**src/rtl/core/idalloc_pkg.sv**
```systemverilog
package idalloc_pkg;

    // Pool geometry
    localparam int NUM_IDS     = 1024;
    localparam int HANDLE_BITS = 32;
    localparam int ID_W        = $clog2(NUM_IDS);
    localparam int LINK_W      = ID_W + 1;
    localparam int MODE_W      = 3;
    localparam int STATUS_W    = 3;
    localparam int HANDLE_W    = 32;

    // A link equal to the pool size is the nil link
    localparam logic [LINK_W-1:0] LINK_NIL  = LINK_W'(NUM_IDS);
    localparam logic [LINK_W-1:0] LINK_LAST = LINK_W'(NUM_IDS - 1);

    // Request modes
    localparam logic [MODE_W-1:0] MODE_ALLOC   = 3'd0;
    localparam logic [MODE_W-1:0] MODE_TAKE    = 3'd1;
    localparam logic [MODE_W-1:0] MODE_RELEASE = 3'd2;
    localparam logic [MODE_W-1:0] MODE_LOOKUP  = 3'd3;
    localparam logic [MODE_W-1:0] MODE_REINIT  = 3'd4;

    // Result status codes
    localparam logic [STATUS_W-1:0] ST_OK       = 3'd0;
    localparam logic [STATUS_W-1:0] ST_EMPTY    = 3'd1;
    localparam logic [STATUS_W-1:0] ST_IN_USE   = 3'd2;
    localparam logic [STATUS_W-1:0] ST_NIL      = 3'd3;
    localparam logic [STATUS_W-1:0] ST_NOT_USED = 3'd4;

    // Controller to datapath commands
    typedef struct packed {
        logic capture;   // latch the request on an input transfer
        logic read;      // read all tables at the target id
        logic exec;      // decide, write links / flags, compute result
        logic append;    // second write of a release: link old tail
        logic sweep;     // write one entry of the rebuilt list
        logic deliver;   // move the result into the output register
    } ctrl_cmd_t;

    // Datapath to controller status
    typedef struct packed {
        logic is_reinit;
        logic do_free;
        logic sweep_last;
    } dp_status_t;

endpackage

```
**src/rtl/core/idalloc_ctrl.sv**
```systemverilog
module idalloc_ctrl
    import idalloc_pkg::*;
(
    input  logic       aclk,
    input  logic       aresetn,
    input  logic       s_valid,
    output logic       s_ready,
    output logic       m_valid,
    input  logic       m_ready,
    input  dp_status_t dp_st,
    output ctrl_cmd_t  cmd
);

    typedef enum logic [2:0] {
        S_SWEEP_RST,
        S_IDLE,
        S_READ,
        S_EXEC,
        S_APPEND,
        S_SWEEP_CMD,
        S_DONE
    } state_t;

    state_t state_reg, state_next;
    logic   m_valid_reg, m_valid_next;
    logic   out_free;

    assign out_free = !m_valid_reg || m_ready;

    // Commands decoded from the current state
    always_comb begin
        cmd         = '0;
        cmd.capture = (state_reg == S_IDLE) && s_valid;
        cmd.read    = (state_reg == S_READ);
        cmd.exec    = (state_reg == S_EXEC);
        cmd.append  = (state_reg == S_APPEND);
        cmd.sweep   = (state_reg == S_SWEEP_RST) || (state_reg == S_SWEEP_CMD);
        cmd.deliver = (state_reg == S_DONE) && out_free;
    end

    // Next state and output valid
    always_comb begin
        state_next   = state_reg;
        m_valid_next = m_valid_reg;
        if (m_ready) begin
            m_valid_next = 1'b0;
        end
        case (state_reg)
            S_SWEEP_RST: begin
                if (dp_st.sweep_last) begin
                    state_next = S_IDLE;
                end
            end
            S_IDLE: begin
                if (s_valid) begin
                    state_next = S_READ;
                end
            end
            S_READ: begin
                state_next = S_EXEC;
            end
            S_EXEC: begin
                if (dp_st.is_reinit) begin
                    state_next = S_SWEEP_CMD;
                end else if (dp_st.do_free) begin
                    state_next = S_APPEND;
                end else begin
                    state_next = S_DONE;
                end
            end
            S_APPEND: begin
                state_next = S_DONE;
            end
            S_SWEEP_CMD: begin
                if (dp_st.sweep_last) begin
                    state_next = S_DONE;
                end
            end
            S_DONE: begin
                if (out_free) begin
                    m_valid_next = 1'b1;
                    state_next   = S_IDLE;
                end
            end
            default: begin
                state_next = S_IDLE;
            end
        endcase
    end

    always_ff @(posedge aclk) begin
        if (!aresetn) begin
            state_reg   <= S_SWEEP_RST;
            m_valid_reg <= 1'b0;
        end else begin
            state_reg   <= state_next;
            m_valid_reg <= m_valid_next;
        end
    end

    assign s_ready = (state_reg == S_IDLE);
    assign m_valid = m_valid_reg;

endmodule

```
**config.mk**
```make
export PLATFORM = sky130hd
export DESIGN_NAME = idalloc_ctrl
export DESIGN_NICKNAME = d
export VERILOG_FILES = /design/src/rtl/core/idalloc_pkg.sv /design/src/rtl/core/idalloc_ctrl.sv
export SDC_FILE = /design/constraint.sdc
export NUM_CORES = 1
export LEC_CHECK = 0
export CORE_AREA = 4 4 41 43
export DETAILED_ROUTE_END_ITERATION = 7
export DIE_AREA = 0 0 45 47
export DONT_BUFFER_PORTS = 1
export GPL_ROUTABILITY_DRIVEN = 0
export HOLD_SLACK_MARGIN = 0.12
export SYNTH_ARGS = -nofsm -noshare
export SYNTH_HDL_FRONTEND = slang
export SYNTH_SLANG_ARGS = --single-unit
```
**constraint.sdc**
```tcl
create_clock -name aclk -period 3.5 [get_ports aclk]
set_input_delay 0.525 -clock aclk [delete_from_list [all_inputs] [get_ports aclk]]
set_output_delay 0.525 -clock aclk [all_outputs]
set_load 0.005 [all_outputs]
```
Yosys cells after proc, flatten, opt, wreduce, memory -nomap -nowiden
Index checks and enable logic that the tools add are counted.

storage, ports and cells
  memories kept = 0
  flip-flop bits (word level) = 4
  RAM bits = 0
  bits in latches = 0
  output and inout bits = 8
  ROM bits = 0
  word-level logic and storage cells = 29

cells by class
  order comparisons = 0
  eq/ne operators = 10
  multiply operators = 0
  shifts and indexed selects = 0
  bitwise operators = 0
  add/sub/neg operators = 0
  mux-type cells = 10
  div/mod/pow operators = 0
  reductions and logical operators = 7

operator list
  cell                                                              number
  3-bit one-hot mux with 7 select lines                             1
  3-bit 2-to-1 mux                                                  4
  3-bit == test (second input constant)                             3
  2-bit != test (second input constant)                             4
  3-bit by 2-bit == test with 1-bit output (second input constant)  2
  2-bit 2-to-1 mux                                                  2
  4-bit AND reduction                                               1
  3-bit by 1-bit == test with 1-bit output (second input constant)  1
  3-bit logical NOT                                                 1
  1-bit 2-to-1 mux                                                  3
  1-bit logical AND                                                 2
  1-bit logical OR                                                  2
  1-bit logical NOT                                                 1

Logic depth before layout (Yosys ltp)
  word-level depth = 4
  depth in mapped cells = 5
  gate-level depth less buffers = 4

Least setup slack after synthesis
OpenSTA, ideal clock, no wires.

  kind = input to output
  start = in m_ready
  end = out cmd[0] (netlist name)
  arrival = 0.995 ns
  path slack = 1.980 ns
  stages on the path = 2
  required time = 2.975 ns
  path through = or2b_2 > and2b_1

RTL lines
  what             RTL line            RTL
  start, declared  idalloc_ctrl.sv:9   input logic m_ready,
  end, declared    idalloc_ctrl.sv:11  output ctrl_cmd_t cmd

==> results.md <==
- Max Cap Viol: 0
- DRC: 0
- Synthesized cell area: approximately 300 um^2
- Setup Crit Path Kind: flip-flop to output pin
- Number of iterations in the first detailed-routing pass: 2
- Synth Register Bits: 4
- Mapped Avg Cell Area: 8.411 um^2
- Clock latency on the worst-skew pair: ~220 ps
- DP HPWL: 499.6 um
- Worst slew margin: a little over 70%
- Mapped Cells: 36
- Fmax achieved: 572.1 MHz
- Routed vias/inst: between 4 and 5
- Final Hold Viols: 0
- Max VDD drop: between 0.15 and 0.2 mV
- Worst flop-to-flop path endpoint: state_reg[0]$_SDFFE_PN0P_
- Most frequent cells in the layout: 4 x o21ai_0, 4 x dfxtp_1, 3 x nand2_1, 3 x clkbuf_4
- Distinct cells, synth: 24
- Final Max Tran Viols: 0
- Pin count of the biggest net entering global routing: 12
- Worst path required time: 2970 ps
- Period minus WS final: ~1700 ps
- Period utilisation layout: between 40% and 50%
- Unrepaired setup endpoints after global routing: no
- CTS max path bufs: 2
- Final ANT Viol Nets: 0
- Vias in the first global route: around 230
- Share of layout cells above drive strength 1: about 22%
- Setup Fix Bufs, Post-CTS: 0
- Post-cts gate resize count: 0
- Cell row count: 13
- DR vias: about 240
- Leading area contributor after synthesis: dfxtp_1
- Total CTS buffers: 3
- Hold Path Depth: 1
- Synth top area share: 26.45%
- Die X: roughly 45 um
- Worst path arrival time: ~1200 ps
- Hold Slack: 430.7 ps
- DR WL/cell: ~12 um
- First-pass GRT wire length: approximately 1.0 mm
- DRT iter0 DRCs: 1
- Slew at the pin closest to its max-slew limit: between 400 and 500 ps
- Worst clock skew: about 0.053 ps
- # diodes: 0
- Synth Net Count: 43
- Min-delay src: aresetn
- Max reg flops: 3
- Area delta synth->final: 4.546%
- Status: finished clean
- R2r worst-path depth: 4
- CTS Sinks: 4
- Launch point of the worst path: state_reg[0]$_SDFFE_PN0P_
- R2R setup slack: about 2200 ps
- Area contributors post-synth: dfxtp_1 26%, buf_6 7.4%, o21ai_0 6.6%
- Core region area: 0.001301 mm^2
- Sequential fraction of the synthesis area: approximately a quarter
- # setup viols final: 0
- Lkg Pwr: roughly 0.12 nW
- YS warnings: 0
- Clk pin slew, worst setup/hold paths: around 30 ps
- Initial Utilization: a little under a quarter
- Final setup TNS: 0 ps
- PwrDens: approximately 660 mW/mm^2
- Hold-fix buffers, CTS: 0
- Initial antenna violation count: 0
- HP Class: primary input to flip-flop
- CTS tree: built
- # port buffers: 0
- CP Launch Type: flip-flop
- Grt ovf: 0
- Crit Path Max Fanout: 10
- I/O pin cnt: 15
- Final WL: 620 um
- Die Height: around 47 um
- Overall Global Routing Usage: just over 7%
- Die area: ~0.0021 mm^2
- H-tree depth reported by CTS: 1
- Final-stage net count: 45
- Crit end category: output pin
- Root Driver: clkbuf_4
- WHS Endpoint: state_reg[2]$_SDFFE_PN0P_
- Crit Reg-Reg Startpoint: state_reg[0]$_SDFFE_PN0P_
[critical path, cell delays in order (launching register included)]
cell and delay [ps]:
dfxtp_1 510, nor3b_2 310, and2_1 180
[cells in the mapped netlist]
cell,number
nor3b_2,1
buf_6,2
buf_2,1
nor2_2,1
or2b_2,1
nor2b_1,1
mux2i_1,1
dfxtp_1,4
o21ai_0,4
o21a_1,1
xor2_2,1
and2b_1,1
and2_1,1
nand2_1,3
nor3b_1,2
inv_1,2
nand3b_2,1
o21ai_1,1
nor2_1,1
a211o_1,1
a21boi_0,1
a21oi_1,1
o311ai_0,1
nor3_1,2
[stage by stage]
step           cell area, um^2  total power [mW]  util [%]  setup WS, ps  cells
2_1_floorplan            302.8            0.1610         -          1980     36
3_3_place_gp             294.0            0.1582     22.60          1955     48
3_5_place_dp             294.0            0.1586     22.60          1953     48
4_1_cts                  316.6            0.2133     24.33          1740     51
5_1_grt                  316.6            0.2325     24.33          1607     51
6_report                 316.6            0.2102     24.33          1752     51
[kinds of logic after synthesis]
kind of cell / count (synthesis) / share of synthesized area [%]
XOR/XNOR: 1 / 5.373
multiplexers: 1 / 3.306
buffers and inverters: 5 / 11.57
AND/OR/NAND/NOR: 15 / 32.65
AO/OA/AOI/OAI: 10 / 20.66
flip-flops: 4 / 26.45
[report_power, final]
part	leakage [nW]	internal, mW	total (mW)	switching, mW
Sequential	0.0327	0.0567	0.0855	0.0287
Combinational	0.0725	0.0381	0.0716	0.0335
Clock	0.0138	0.0381	0.0532	0.0151
[area by class of cell]
| type | count | area [um^2] |
|---|---|---|
| multi-input cells | 27 | 187.7 |
| flip-flops and latches | 4 | 80.08 |
| inverters | 2 | 7.507 |
| clock buffers | 3 | 22.52 |
| fillers | 156 | 984.7 |
| well taps | 15 | 18.77 |
[worst max-delay path by stage]
stage	to	slack (ps)	depth (start not counted)
2_1_floorplan	cmd[0]	1980	2
3_3_place_gp	cmd[0]	1950	2
3_5_place_dp	cmd[0]	1950	2
6_report	cmd[5]	1750	2
4_1_cts	cmd[5]	1740	2
5_1_grt	cmd[5]	1610	2
[metal layers]
metal	GRT usage, %	up-vias	wire length [um]
met5	0	-	0
met4	7.018	0	0
met3	3.831	0	45
met2	9.040	8	307
met1	8.238	104	267
li1	-	123	-
Power figures use the tool's default switching activity.
